### src/sv/qerr_pkg.sv
// Package for the quadratic exact root reducer.
// Holds the sequencer state codes and the result status codes.
// No dependencies.
`default_nettype none
package qerr_pkg;

    // Result status codes
    localparam logic [1:0] ST_DEGEN  = 2'd0;
    localparam logic [1:0] ST_NOREAL = 2'd1;
    localparam logic [1:0] ST_RATNL  = 2'd2;
    localparam logic [1:0] ST_SURD   = 2'd3;

    // Sequencer states, one-hot
    typedef enum logic [27:0] {
        S_IDLE     = 28'd1 << 0,
        S_MUL1     = 28'd1 << 1,
        S_MUL2     = 28'd1 << 2,
        S_DISC     = 28'd1 << 3,
        S_SQRT     = 28'd1 << 4,
        S_SQMUL    = 28'd1 << 5,
        S_SQCHK    = 28'd1 << 6,
        S_RAT_SET  = 28'd1 << 7,
        S_GCD      = 28'd1 << 8,
        S_GCD_STEP = 28'd1 << 9,
        S_DWAIT    = 28'd1 << 10,
        S_RAT_DIVN = 28'd1 << 11,
        S_RAT_DIVD = 28'd1 << 12,
        S_RAT_NEXT = 28'd1 << 13,
        S_TD_HEAD  = 28'd1 << 14,
        S_TD_HCHK  = 28'd1 << 15,
        S_TD_QMUL  = 28'd1 << 16,
        S_TD_INNER = 28'd1 << 17,
        S_TD_ICHK  = 28'd1 << 18,
        S_RAD1     = 28'd1 << 19,
        S_RAD2     = 28'd1 << 20,
        S_RAD3     = 28'd1 << 21,
        S_IRR_G2   = 28'd1 << 22,
        S_IRR_DIV1 = 28'd1 << 23,
        S_IRR_DIV2 = 28'd1 << 24,
        S_IRR_DIV3 = 28'd1 << 25,
        S_IRR_DIV4 = 28'd1 << 26,
        S_FINISH   = 28'd1 << 27
    } t_state;

endpackage
`default_nettype wire

### src/sv/quadratic_exact_root_reducer_unit.sv
// Quadratic exact root reducer top: sequencer, shared multiplier and divider; uses qerr_pkg.
// When a = 0 or D < 0 the sequencer goes straight to the result; otherwise it forms the integer
// square root of D bit by bit, reduces rational roots by gcd and division, and for a surd runs
// trial division by each divisor up to sqrt(D) to split off the square factor of D.
// Throughput: one transaction at a time, next input accepted the cycle after the result loads.
// Reset is synchronous, active low, and clears the sequencer and output valid.
`default_nettype none
module quadratic_exact_root_reducer_unit #(
    parameter int unsigned COEF_WIDTH = 16
) (
    input  wire logic                  i_clk,
    input  wire logic                  i_rst_n,
    input  wire logic                  i_s_axis_tvalid,
    output logic                       o_s_axis_tready,
    // coef_a, coef_b, coef_c (COEF_WIDTH bits each), zero pad to bytes
    input  wire logic [((3*COEF_WIDTH+7)/8)*8-1:0] i_s_axis_tdata,
    output logic                       o_m_axis_tvalid,
    input  wire logic                  i_m_axis_tready,
    // first_num[17:0], first_den[34:18], second_num[52:35], second_den[69:53],
    // surd_coef[86:70], surd_radicand[119:87]
    output logic [119:0]               o_m_axis_tdata,
    // status[1:0]
    output logic [1:0]                 o_m_axis_tuser
);
    import qerr_pkg::*;

    localparam int unsigned W   = COEF_WIDTH;
    localparam int unsigned AW  = W + 2;
    localparam int unsigned DW  = 2 * W + 1;
    localparam int unsigned PW  = 2 * AW;
    localparam int unsigned XW  = (DW + 2 > 34) ? DW + 2 : 34;
    localparam int unsigned SCW = $clog2(W + 2);

    t_state r_state;
    t_state r_ret;
    t_state r_gret;

    logic signed [AW-1:0] r_a, r_b, r_c;
    logic signed [PW-1:0] r_prod, r_bb;
    logic [DW-1:0]        r_d, r_den, r_x, r_y, r_g, r_n, r_p, r_q;
    logic [DW:0]          r_sv, r_sr, r_sbit;
    logic [SCW-1:0]       r_scnt;
    logic signed [DW:0]   r_num0, r_num1;
    logic                 r_idx, r_e;

    logic [1:0]           r_st;
    logic signed [XW-1:0] r_fn, r_sn;
    logic [XW-1:0]        r_fd, r_sd, r_sc, r_rad;

    logic                 r_ovalid;
    logic [119:0]         r_odata;
    logic [1:0]           r_ouser;

    logic signed [AW-1:0] w_ma, w_mb;
    logic signed [AW-1:0] w_ina, w_inb, w_inc;
    logic signed [PW+1:0] w_dfull;
    logic [DW:0]          w_trial;
    logic signed [DW:0]   w_num, w_negb;
    logic [DW-1:0]        w_num_abs, w_b_abs;
    logic signed [DW:0]   w_quo_s;
    logic                 w_dstart;
    logic [DW-1:0]        w_dvd, w_dvs;
    logic                 w_dbusy;
    logic [DW-1:0]        w_quo, w_rem;

    // Sign-extend the input fields
    always_comb begin
        w_ina = AW'($signed(i_s_axis_tdata[W-1:0]));
        w_inb = AW'($signed(i_s_axis_tdata[2*W-1:W]));
        w_inc = AW'($signed(i_s_axis_tdata[3*W-1:2*W]));
    end

    // Shared multiplier operand select; product registered every cycle
    always_comb begin
        case (r_state)
            S_MUL1: begin
                w_ma = r_b;
                w_mb = r_b;
            end
            S_MUL2: begin
                w_ma = r_a;
                w_mb = r_c;
            end
            S_SQMUL: begin
                w_ma = $signed({1'b0, r_sr[W:0]});
                w_mb = $signed({1'b0, r_sr[W:0]});
            end
            default: begin
                w_ma = $signed({1'b0, r_q[W:0]});
                w_mb = $signed({1'b0, r_p[W:0]});
            end
        endcase
    end

    always_ff @(posedge i_clk) begin
        r_prod <= w_ma * w_mb;
    end

    // Helper values for the datapath
    always_comb begin
        w_dfull   = (PW + 2)'(r_bb) - ((PW + 2)'(r_prod) <<< 2);
        w_trial   = r_sr + r_sbit;
        w_num     = r_idx ? r_num1 : r_num0;
        w_num_abs = w_num[DW] ? DW'(-w_num) : w_num[DW-1:0];
        w_b_abs   = r_b[AW-1] ? DW'(-r_b) : DW'(r_b);
        w_negb    = -((DW + 1)'(r_b));
        w_quo_s   = $signed({1'b0, w_quo});
    end

    // Divider start and operand select
    always_comb begin
        w_dstart = 1'b0;
        w_dvd    = r_x;
        w_dvs    = r_y;
        case (r_state)
            S_GCD: begin
                w_dstart = (r_y != '0);
            end
            S_RAT_DIVN: begin
                w_dstart = 1'b1;
                w_dvd    = w_num_abs;
                w_dvs    = r_g;
            end
            S_RAT_DIVD, S_IRR_DIV2: begin
                w_dstart = 1'b1;
                w_dvd    = r_den;
                w_dvs    = r_g;
            end
            S_TD_HEAD, S_TD_INNER: begin
                w_dstart = 1'b1;
                w_dvd    = r_n;
                w_dvs    = r_p;
            end
            S_RAD1: begin
                w_dstart = 1'b1;
                w_dvd    = r_d;
                w_dvs    = r_q;
            end
            S_RAD2: begin
                w_dstart = 1'b1;
                w_dvd    = w_quo;
                w_dvs    = r_q;
            end
            S_IRR_DIV1: begin
                w_dstart = 1'b1;
                w_dvd    = w_b_abs;
                w_dvs    = r_g;
            end
            S_IRR_DIV3: begin
                w_dstart = 1'b1;
                w_dvd    = r_q;
                w_dvs    = r_g;
            end
            default: begin
                w_dstart = 1'b0;
            end
        endcase
    end

    qerr_divider #(
        .DW(DW)
    ) u_div (
        .i_clk      (i_clk),
        .i_rst_n    (i_rst_n),
        .i_start    (w_dstart),
        .i_dividend (w_dvd),
        .i_divisor  (w_dvs),
        .o_busy     (w_dbusy),
        .o_quo      (w_quo),
        .o_rem      (w_rem)
    );

    // Sequencer state
    always_ff @(posedge i_clk) begin
        if (!i_rst_n) begin
            r_state  <= S_IDLE;
            r_ret    <= S_IDLE;
            r_gret   <= S_IDLE;
            r_ovalid <= 1'b0;
        end else begin
            if (r_ovalid && i_m_axis_tready) begin
                r_ovalid <= 1'b0;
            end
            case (r_state)
                S_IDLE: begin
                    if (i_s_axis_tvalid) begin
                        r_state <= S_MUL1;
                    end
                end
                S_MUL1: r_state <= S_MUL2;
                S_MUL2: r_state <= S_DISC;
                S_DISC: begin
                    if (r_a == '0 || w_dfull < 0) begin
                        r_state <= S_FINISH;
                    end else begin
                        r_state <= S_SQRT;
                    end
                end
                S_SQRT: begin
                    if (r_scnt == '0) begin
                        r_state <= S_SQMUL;
                    end
                end
                S_SQMUL: r_state <= S_SQCHK;
                S_SQCHK: begin
                    if ($unsigned(r_prod) == PW'(r_d)) begin
                        r_state <= S_RAT_SET;
                    end else begin
                        r_state <= S_TD_HEAD;
                    end
                end
                S_RAT_SET: begin
                    if (w_num == '0) begin
                        if (r_idx) begin
                            r_state <= S_FINISH;
                        end
                    end else begin
                        r_gret  <= S_RAT_DIVN;
                        r_state <= S_GCD;
                    end
                end
                S_GCD: begin
                    if (r_y == '0) begin
                        r_state <= r_gret;
                    end else begin
                        r_ret   <= S_GCD_STEP;
                        r_state <= S_DWAIT;
                    end
                end
                S_GCD_STEP: r_state <= S_GCD;
                S_DWAIT: begin
                    if (!w_dbusy) begin
                        r_state <= r_ret;
                    end
                end
                S_RAT_DIVN: begin
                    r_ret   <= S_RAT_DIVD;
                    r_state <= S_DWAIT;
                end
                S_RAT_DIVD: begin
                    r_ret   <= S_RAT_NEXT;
                    r_state <= S_DWAIT;
                end
                S_RAT_NEXT: begin
                    r_state <= r_idx ? S_FINISH : S_RAT_SET;
                end
                S_TD_HEAD: begin
                    r_ret   <= S_TD_HCHK;
                    r_state <= S_DWAIT;
                end
                S_TD_HCHK: begin
                    if (r_p > w_quo) begin
                        r_state <= S_RAD1;
                    end else if (w_rem == '0) begin
                        r_state <= r_e ? S_TD_QMUL : S_TD_INNER;
                    end else begin
                        r_state <= S_TD_HEAD;
                    end
                end
                S_TD_QMUL: r_state <= S_TD_INNER;
                S_TD_INNER: begin
                    r_ret   <= S_TD_ICHK;
                    r_state <= S_DWAIT;
                end
                S_TD_ICHK: begin
                    if (w_rem == '0) begin
                        r_state <= r_e ? S_TD_QMUL : S_TD_INNER;
                    end else begin
                        r_state <= S_TD_HEAD;
                    end
                end
                S_RAD1: begin
                    r_ret   <= S_RAD2;
                    r_state <= S_DWAIT;
                end
                S_RAD2: begin
                    r_ret   <= S_RAD3;
                    r_state <= S_DWAIT;
                end
                S_RAD3: begin
                    r_gret  <= S_IRR_G2;
                    r_state <= S_GCD;
                end
                S_IRR_G2: begin
                    r_gret  <= S_IRR_DIV1;
                    r_state <= S_GCD;
                end
                S_IRR_DIV1: begin
                    r_ret   <= S_IRR_DIV2;
                    r_state <= S_DWAIT;
                end
                S_IRR_DIV2: begin
                    r_ret   <= S_IRR_DIV3;
                    r_state <= S_DWAIT;
                end
                S_IRR_DIV3: begin
                    r_ret   <= S_IRR_DIV4;
                    r_state <= S_DWAIT;
                end
                S_IRR_DIV4: r_state <= S_FINISH;
                S_FINISH: begin
                    if (!r_ovalid || i_m_axis_tready) begin
                        r_ovalid <= 1'b1;
                        r_state  <= S_IDLE;
                    end
                end
                default: r_state <= S_IDLE;
            endcase
        end
    end

    // Datapath registers
    always_ff @(posedge i_clk) begin
        case (r_state)
            S_IDLE: begin
                // Normalize so that a is not negative
                if (w_ina < 0) begin
                    r_a <= -w_ina;
                    r_b <= -w_inb;
                    r_c <= -w_inc;
                end else begin
                    r_a <= w_ina;
                    r_b <= w_inb;
                    r_c <= w_inc;
                end
            end
            S_MUL2: begin
                r_bb <= r_prod;
            end
            S_DISC: begin
                r_fn  <= '0;
                r_fd  <= '0;
                r_sn  <= '0;
                r_sd  <= '0;
                r_sc  <= '0;
                r_rad <= '0;
                r_idx <= 1'b0;
                if (r_a == '0) begin
                    r_st <= ST_DEGEN;
                end else if (w_dfull < 0) begin
                    r_st <= ST_NOREAL;
                end else begin
                    r_d    <= w_dfull[DW-1:0];
                    r_den  <= DW'(r_a) << 1;
                    r_sv   <= (DW + 1)'(w_dfull[DW-1:0]);
                    r_sr   <= '0;
                    r_sbit <= (DW + 1)'(1) << (2 * W);
                    r_scnt <= SCW'(W);
                end
            end
            S_SQRT: begin
                // One bit of the integer square root per cycle
                if (r_sv >= w_trial) begin
                    r_sv <= r_sv - w_trial;
                    r_sr <= (r_sr >> 1) + r_sbit;
                end else begin
                    r_sr <= r_sr >> 1;
                end
                r_sbit <= r_sbit >> 2;
                r_scnt <= r_scnt - 1'b1;
            end
            S_SQCHK: begin
                if ($unsigned(r_prod) == PW'(r_d)) begin
                    r_st   <= ST_RATNL;
                    r_num0 <= w_negb + $signed({1'b0, r_sr[DW-1:0]});
                    r_num1 <= w_negb - $signed({1'b0, r_sr[DW-1:0]});
                end else begin
                    r_st <= ST_SURD;
                    r_n  <= r_d;
                    r_p  <= DW'(2);
                    r_q  <= DW'(1);
                    r_e  <= 1'b0;
                end
            end
            S_RAT_SET: begin
                if (w_num == '0) begin
                    // Zero numerator reads as 0/1
                    if (r_idx) begin
                        r_sn <= '0;
                        r_sd <= XW'(1);
                    end else begin
                        r_fn  <= '0;
                        r_fd  <= XW'(1);
                        r_idx <= 1'b1;
                    end
                end else begin
                    r_x <= w_num_abs;
                    r_y <= r_den;
                end
            end
            S_GCD: begin
                if (r_y == '0) begin
                    r_g <= r_x;
                end
            end
            S_GCD_STEP: begin
                r_x <= r_y;
                r_y <= w_rem;
            end
            S_RAT_DIVD: begin
                if (r_idx) begin
                    r_sn <= XW'(w_num[DW] ? -w_quo_s : w_quo_s);
                end else begin
                    r_fn <= XW'(w_num[DW] ? -w_quo_s : w_quo_s);
                end
            end
            S_RAT_NEXT: begin
                if (r_idx) begin
                    r_sd <= XW'(w_quo);
                end else begin
                    r_fd  <= XW'(w_quo);
                    r_idx <= 1'b1;
                end
            end
            S_TD_HCHK: begin
                if (r_p <= w_quo) begin
                    if (w_rem == '0) begin
                        r_n <= w_quo;
                        r_e <= ~r_e;
                    end else begin
                        r_p <= r_p + 1'b1;
                    end
                end
            end
            S_TD_QMUL: begin
                r_q <= r_prod[DW-1:0];
            end
            S_TD_ICHK: begin
                if (w_rem == '0) begin
                    r_n <= w_quo;
                    r_e <= ~r_e;
                end else begin
                    r_p <= r_p + 1'b1;
                    r_e <= 1'b0;
                end
            end
            S_RAD3: begin
                r_rad <= XW'(w_quo);
                r_x   <= w_b_abs;
                r_y   <= r_q;
            end
            S_IRR_G2: begin
                r_x <= r_g;
                r_y <= r_den;
            end
            S_IRR_DIV2: begin
                r_fn <= XW'(r_b[AW-1] ? w_quo_s : -w_quo_s);
            end
            S_IRR_DIV3: begin
                r_fd <= XW'(w_quo);
            end
            S_IRR_DIV4: begin
                r_sc <= XW'(w_quo);
            end
            S_FINISH: begin
                if (!r_ovalid || i_m_axis_tready) begin
                    r_ouser <= r_st;
                    r_odata <= {r_rad[32:0], r_sc[16:0], r_sd[16:0], r_sn[17:0],
                                r_fd[16:0], r_fn[17:0]};
                end
            end
            default: begin
                r_e <= r_e;
            end
        endcase
    end

    assign o_s_axis_tready = (r_state == S_IDLE);
    assign o_m_axis_tvalid = r_ovalid;
    assign o_m_axis_tdata  = r_odata;
    assign o_m_axis_tuser  = r_ouser;
endmodule
`default_nettype wire

### src/sv/qerr_divider.sv
// Shared unsigned restoring divider, one quotient bit per cycle.
// Gives quotient and remainder; used for gcd, trial division and reduction.
// No package dependencies.
`default_nettype none
module qerr_divider #(
    parameter int unsigned DW = 33
) (
    input  wire logic          i_clk,
    input  wire logic          i_rst_n,
    input  wire logic          i_start,
    input  wire logic [DW-1:0] i_dividend,
    input  wire logic [DW-1:0] i_divisor,
    output logic               o_busy,
    output logic [DW-1:0]      o_quo,
    output logic [DW-1:0]      o_rem
);
    localparam int unsigned CW = $clog2(DW + 1);

    logic          r_busy;
    logic [CW-1:0] r_cnt;
    logic [DW-1:0] r_rem;
    logic [DW-1:0] r_quo;
    logic [DW-1:0] r_div;
    logic [DW:0]   w_sh;
    logic [DW:0]   w_diff;
    logic          w_ge;

    // Shift in the next dividend bit and trial-subtract
    always_comb begin
        w_sh   = {r_rem, r_quo[DW-1]};
        w_ge   = (w_sh >= {1'b0, r_div});
        w_diff = w_sh - {1'b0, r_div};
    end

    // Control: count down the quotient bits
    always_ff @(posedge i_clk) begin
        if (!i_rst_n) begin
            r_busy <= 1'b0;
            r_cnt  <= '0;
        end else if (i_start) begin
            r_busy <= 1'b1;
            r_cnt  <= CW'(DW);
        end else if (r_busy) begin
            r_cnt <= r_cnt - 1'b1;
            if (r_cnt == CW'(1)) begin
                r_busy <= 1'b0;
            end
        end
    end

    // Datapath: partial remainder and quotient shift register
    always_ff @(posedge i_clk) begin
        if (i_start) begin
            r_rem <= '0;
            r_quo <= i_dividend;
            r_div <= i_divisor;
        end else if (r_busy) begin
            r_rem <= w_ge ? w_diff[DW-1:0] : w_sh[DW-1:0];
            r_quo <= {r_quo[DW-2:0], w_ge};
        end
    end

    assign o_busy = r_busy;
    assign o_quo  = r_quo;
    assign o_rem  = r_rem;
endmodule
`default_nettype wire

### config.mk
export PLATFORM = sky130hd
export DESIGN_NAME = quadratic_exact_root_reducer_unit
export DESIGN_NICKNAME = d
export VERILOG_FILES = /design/src/sv/qerr_pkg.sv /design/src/sv/quadratic_exact_root_reducer_unit.sv /design/src/sv/qerr_divider.sv
export SDC_FILE = /design/constraint.sdc
export NUM_CORES = 2
export LEC_CHECK = 0
export ABC_AREA = 1
export BUFFER_PORTS_ARGS = -buffer_cell sky130_fd_sc_hd__clkbuf_2
export CAP_MARGIN = 15
export CORE_AREA = 3 3 362 364
export DETAILED_ROUTE_END_ITERATION = 10
export DIE_AREA = 0 0 365 367
export PLACE_DENSITY = 0.69
export SYNTH_ARGS = -nofsm -noshare
export SYNTH_HDL_FRONTEND = slang
export SYNTH_HIERARCHICAL = 1
export SYNTH_SLANG_ARGS = --single-unit
### constraint.sdc
create_clock -name i_clk -period 15.3 [get_ports i_clk]
set_input_delay 1.53 -clock i_clk [delete_from_list [all_inputs] [get_ports i_clk]]
set_output_delay 1.53 -clock i_clk [all_outputs]
set_load 0.005 [all_outputs]
Word level (Yosys, flattened, before mapping)
Index checks and enable logic that the tools add are counted.
Widths: inputs -> output; s select.
{ "totals": {"register_bits": 987, "latch_bits": 0, "mem_bits_rw": 0, "rom_bits": 0, "inputBits": 52, "output_inout_bits": 124, "elab_cells": 270, "memories": 0} }
{ "classes": {"addsub": 17, "n_mul": 1, "n_div": 0, "magnitude_cmp": 6, "eq_ne": 52, "n_shift": 0, "n_mux": 99, "n_bitwise": 4, "reduce_logical": 51} }
{ "ops": {"columns": ["op", "n"], "rows": [
  ["$pmux 28 s18", 1],
  ["$mux 33", 14],
  ["$mux 28", 11],
  ["$mux 34", 9],
  ["$pmux 33 s3", 3],
  ["$pmux 28 s10", 1],
  ["$pmux 33 s4", 2],
  ["$mux 18", 13],
  ["$pmux 33 s7", 1],
  ["$pmux 34 s2", 3],
  ["$pmux 18 s3", 3],
  ["$pmux 33 s2", 2],
  ["$mux 17", 6],
  ["$pmux 28 s3", 1],
  ["$pmux 18 s4", 1],
  ["$add 34x34->34", 2],
  ["$pmux 17 s4", 1],
  ["$sub 34x34->34", 2],
  ["$logic_not 33->1", 2],
  ["$neg 16->18", 3],
  ["$pmux 17 s3", 1],
  ["$ne 2x2->1 const B", 20],
  ["$lt 38x1->1 const B", 1],
  ["$sub 36x38->38", 1],
  ["77 further kinds", 126]
]} }

Logic depth before layout (Yosys ltp)
{ "logic_depth": {"depth_word": 5, "mapped_depth": 41, "ltp_nobuf": 39} }

Modules after synthesis
Netlist, hierarchy kept.
{ "modules_own_cells": {"columns": ["module", "instances", "cells_per_inst", "area_each_um2", "seq_area_each_um2"], "rows": [
  ["quadratic_exact_root_reducer_unit", 1, 6893, 60261.5, 23882.9],
  ["qerr_divider", 1, 1017, 7295.7, 2782.7]
]} }

Worst setup path before layout
Ideal clock, no wire load.
{ "synth_path": {"path_type": "input port to flip-flop", "start": "in i_m_axis_tready", "end": "reg r_odata[0], in the netlist o_m_axis_tdata[0], enable pin", "setup_ps": 604, "arrival_time_ps": 6651, "t_required_ps": 14696, "path_slack_ps": 8045, "stages": 2, "n_path_buf": 0, "path_cell_list": "nor2_1 nor2_1"} }
{ "synth_between": {"elab_chain_cells": 2} }
{ "synth_rtl": {"columns": ["item", "line_no", "text"], "rows": [
  ["start, declared", "quadratic_exact_root_reducer_unit.sv:18", "input wire logic i_m_axis_tready,"],
  ["$logic_or 1x1->1", "quadratic_exact_root_reducer_unit.sv:456", "if (!r_ovalid || i_m_axis_tready) begin"],
  ["$reduce_and 2->1 (no source line)", null, null],
  ["end signal, assigned", "quadratic_exact_root_reducer_unit.sv:458", "r_odata <= {r_rad[32:0], r_sc[16:0], r_sd[16:0], r_sn[17:0],"],
  ["end, declared", "quadratic_exact_root_reducer_unit.sv:51", "logic [119:0] r_odata;"]
]} }
No other way between the ends.
A chain may end at the register's enable or synchronous reset.

Worst setup path after layout
{ "layout_path": {"start": "reg r_state[23]", "end": "reg r_prod[23]"} }
{ "layout_between": {"elab_chain_cells": 3, "word_cells_on_any_way": 6, "classes_between": "mul (1); eq/ne (3); mux (2)"} }
{ "layout_rtl": {"columns": ["item", "line_no", "text"], "rows": [
  ["start, declared", "quadratic_exact_root_reducer_unit.sv:34", "t_state r_state;"],
  ["start signal, assigned", "quadratic_exact_root_reducer_unit.sv:224", "r_state <= r_gret;"],
  ["start signal, assigned", "quadratic_exact_root_reducer_unit.sv:233", "r_state <= r_ret;"],
  ["start signal, assigned", "quadratic_exact_root_reducer_unit.sv:245", "r_state <= r_idx ? S_FINISH : S_RAT_SET;"],
  ["$eq 28x6->1 (tied with other cells)", "quadratic_exact_root_reducer_unit.sv:75", "case (r_state)"],
  ["$pmux 18 s3", "quadratic_exact_root_reducer_unit.sv:75", null],
  ["$mul 18x18->36 *", "quadratic_exact_root_reducer_unit.sv:96", "r_prod <= w_ma * w_mb;"],
  ["end signal, assigned", "quadratic_exact_root_reducer_unit.sv:96", null],
  ["end, declared", "quadratic_exact_root_reducer_unit.sv:39", "logic signed [PW-1:0] r_prod, r_bb;"]
]} }
Mark *: on every way between the ends. The rest lies on a longest branch, timed or not.

==> results.yml <==
clocking:
  clk_latency_ns: 0.78
  cts.sinks: 928
  hold_buffers: 0
  cts_buffers: 101
  h-tree-depth: 3
  cts_root_buf: "clkbuf_16"
  clk_path_buf_depth: 3
  cts_setup_buffers: 0
  cts_tree: "done"
  clkTransAtPathRegs_ns: 0.07
  post_cts_resized: 0
critical_path:
  required_ns: 15.99
  worstPathArrival_ns: 10.23
  worstPathMaxFanout: 21
  cp-end-kind: "register"
  startpoint: "r_state[23]"
  critPathKind: "reg -> reg"
  cpPeakStageDelay_ns: 0.74
  start_kind: "register"
  slowest_stage: "o21ai_0"
  r2r_start: "r_state[23]"
yosys:
  synth-edff-count: 808
  ys_seq_area_share_pct: 39.5
  synth_seq_cells: 928
  async_flop_share_pct: 0
  synth_cells: 7910
  synth.distinct_cells: 75
  synth-main-ff-cell: "edfxtp_1"
  synth_area_um2: 67600
  yosysWarnings: 6
  synth_area_per_cell_um2: 8.54
drt:
  drtIter0Drc: 6794
  vias_per_cell: 5.96
  ant_nets: 0
  drc_errors: 0
  routed_wl_um: 257000
  avgRoutedWirePerCell_um: 26.2
  vias: 58400
  drtPass1Iterations: 7
global_route:
  grt_overflow: 0
  grt_usage_pct: 38.1
  grt_pass1_vias: 55600
  grt_pass1_wl_um: 372000
  antenna_found_initial: 14
  grt_max_degree: 79
place:
  port_buffers: 175
  placed_cell_area_um2: 70100
  hpwl_um: 204000
  gp_congestion: 1.04
timing:
  slew_headroom_pct: 18.5
  worstMarginPinSlew_ns: 1.21
  fmax_ghz: 0.105
  setup_tns_ns: 0
  rsz0062_at_grt: "false"
  setup_viol: 0
  slew_violations: 0
  period_needed_ns: 9.55
  fin_crit_sh_pct: 62.4
  hold_viol_final: 0
  skew_ns: 0.0725
pwr:
  p_leak_nw: 33.3
  power.density_nw_per_um2: 134
  ir_drop_uv: 193
status:
  status: "complete, no violations"
layout:
  num-nets-final: 8787
  design_area_um2: 73800
  area_growth_pct: 9.17
  drive_above_1_share_pct: 8.23
floorplan:
  ios: 176
  die_area_um2: 134000
  num_rows: 131
  initial_utilization_pct: 52.9
  die_height_um: 367
  core_um2: 128000
  die_w_um: 365
min_path:
  hold_start: "r_fd[11]"
  hold_class: "reg -> reg"
run:
  max_cap_viol_count: 0
final cells by class:
class	count	area (um^2)
timing repair buffer	248	1430
tap	1662	2080
sequential	928	26700
inverter	1369	5150
antenna	8	20.0
clock inverter	63	887
fill	11700	53900
multi-input combinational	5397	34800
clock buffer	124	2680
final timing paths:
| check | to | slack [ns] | cells after the start |
|---|---|---|---|
| min reg2reg | o_m_axis_tdata[29] | 0.38 | 0 |
| max | r_prod[23] | 5.75 | 36 |
| max reg2reg | r_prod[23] | 5.75 | 36 |
| min | o_m_axis_tdata[29] | 0.38 | 0 |
synth_stat cells (120+ instances only):
| cell type | number | area (um^2) |
|---|---|---|
| dfxtp_1 | 120 | 2400 |
| a21oi_1 | 431 | 2160 |
| nand2_1 | 1637 | 6140 |
| fa_1 | 334 | 6690 |
| nand3_1 | 261 | 1310 |
| edfxtp_1 | 808 | 24300 |
| o21ai_0 | 375 | 1880 |
| nor2_1 | 822 | 3090 |
| ha_1 | 356 | 4450 |
| clkbuf_1 | 134 | 503 |
| xor2_1 | 207 | 1810 |
| inv_1 | 1299 | 4880 |
report_power, final:
group	internal [W]	switching, W
Combinational	0.00132	0.00282
Sequential	0.00296	0.000182
Clock	0.00151	0.00113
worst max-delay path: cells and delay by family, from the launching register on:
kind	cells	cell delay (ns)
compound gates	8	3.03
xor+xnor	1	0.16
fa+ha+maj	8	2.98
buf+inv	9	1.23
flops	1	0.40
simple gates	10	1.63
logic make-up after synthesis:
family / Yosys count / share of synthesized area (%)
other cells: 1 / 0.00555
fa+ha+maj: 690 / 16.5
mux: 2 / 0.0315
compound gates: 1222 / 10.8
flops: 928 / 39.5
simple gates: 3177 / 20.1
buf+inv: 1586 / 9.13
xor+xnor: 304 / 3.94
flip-flops by register name, indices dropped and copies added (netlist names), 34 cells and up:
register        flops
r_num0             34
o_m_axis_tdata    120
r_sv               34
r_bb               36
r_sr               34
r_prod             36
layout by cell type (no fill, tap or decap), types with 16 or more instances in the layout:
master	netlist	layout
a211oi_1	19	18
a21o_1	34	34
a21oi_1	431	428
a21oi_2	15	16
a221oi_1	41	40
a22oi_1	29	29
a31oi_1	30	30
buf_4	15	72
clkbuf_1	134	16
clkbuf_16	0	101
clkbuf_2	0	175
clkinv_1	17	27
dfxtp_1	120	120
edfxtp_1	808	808
fa_1	334	334
ha_1	356	356
inv_1	1299	1295
inv_2	50	53
nand2_1	1637	1635
nand2_2	46	48
nand3_1	261	261
nand3b_1	46	46
nand4_1	99	99
nor2_1	822	816
nor2_2	16	18
nor3_1	105	105
nor4_1	47	47
o2111ai_1	24	24
o211ai_1	41	41
o21ai_0	375	375
o21ai_2	16	16
o21bai_1	20	20
o221ai_1	35	35
o22ai_1	46	46
or2_2	37	37
xnor2_1	97	97
xor2_1	207	207
per-layer routing:
metal,track usage (%),share of wire (%),up-vias
li1,-,-,26200
met1,51.8,40,28200
met2,57.1,43,3341
met3,9.96,12,601
met4,16.9,5.2,6
met5,0,0.012,-
metrics by stage:
stage	hold WS [ns]	total power, W	worst slack [ns]	cells	utilization [%]
4_1_cts	0.382	0.00987	5.98	9790	57.7
2_1_floorplan	0.400	0.00575	8.05	7911	-
3_3_place_gp	0.401	0.00721	6.16	9603	54.9
3_5_place_dp	0.405	0.00724	6.04	9603	54.9
5_1_grt	0.389	0.0104	5.29	9791	57.7
6_report	0.378	0.00991	5.75	9799	57.8
(Power assumes the default switching activity.)
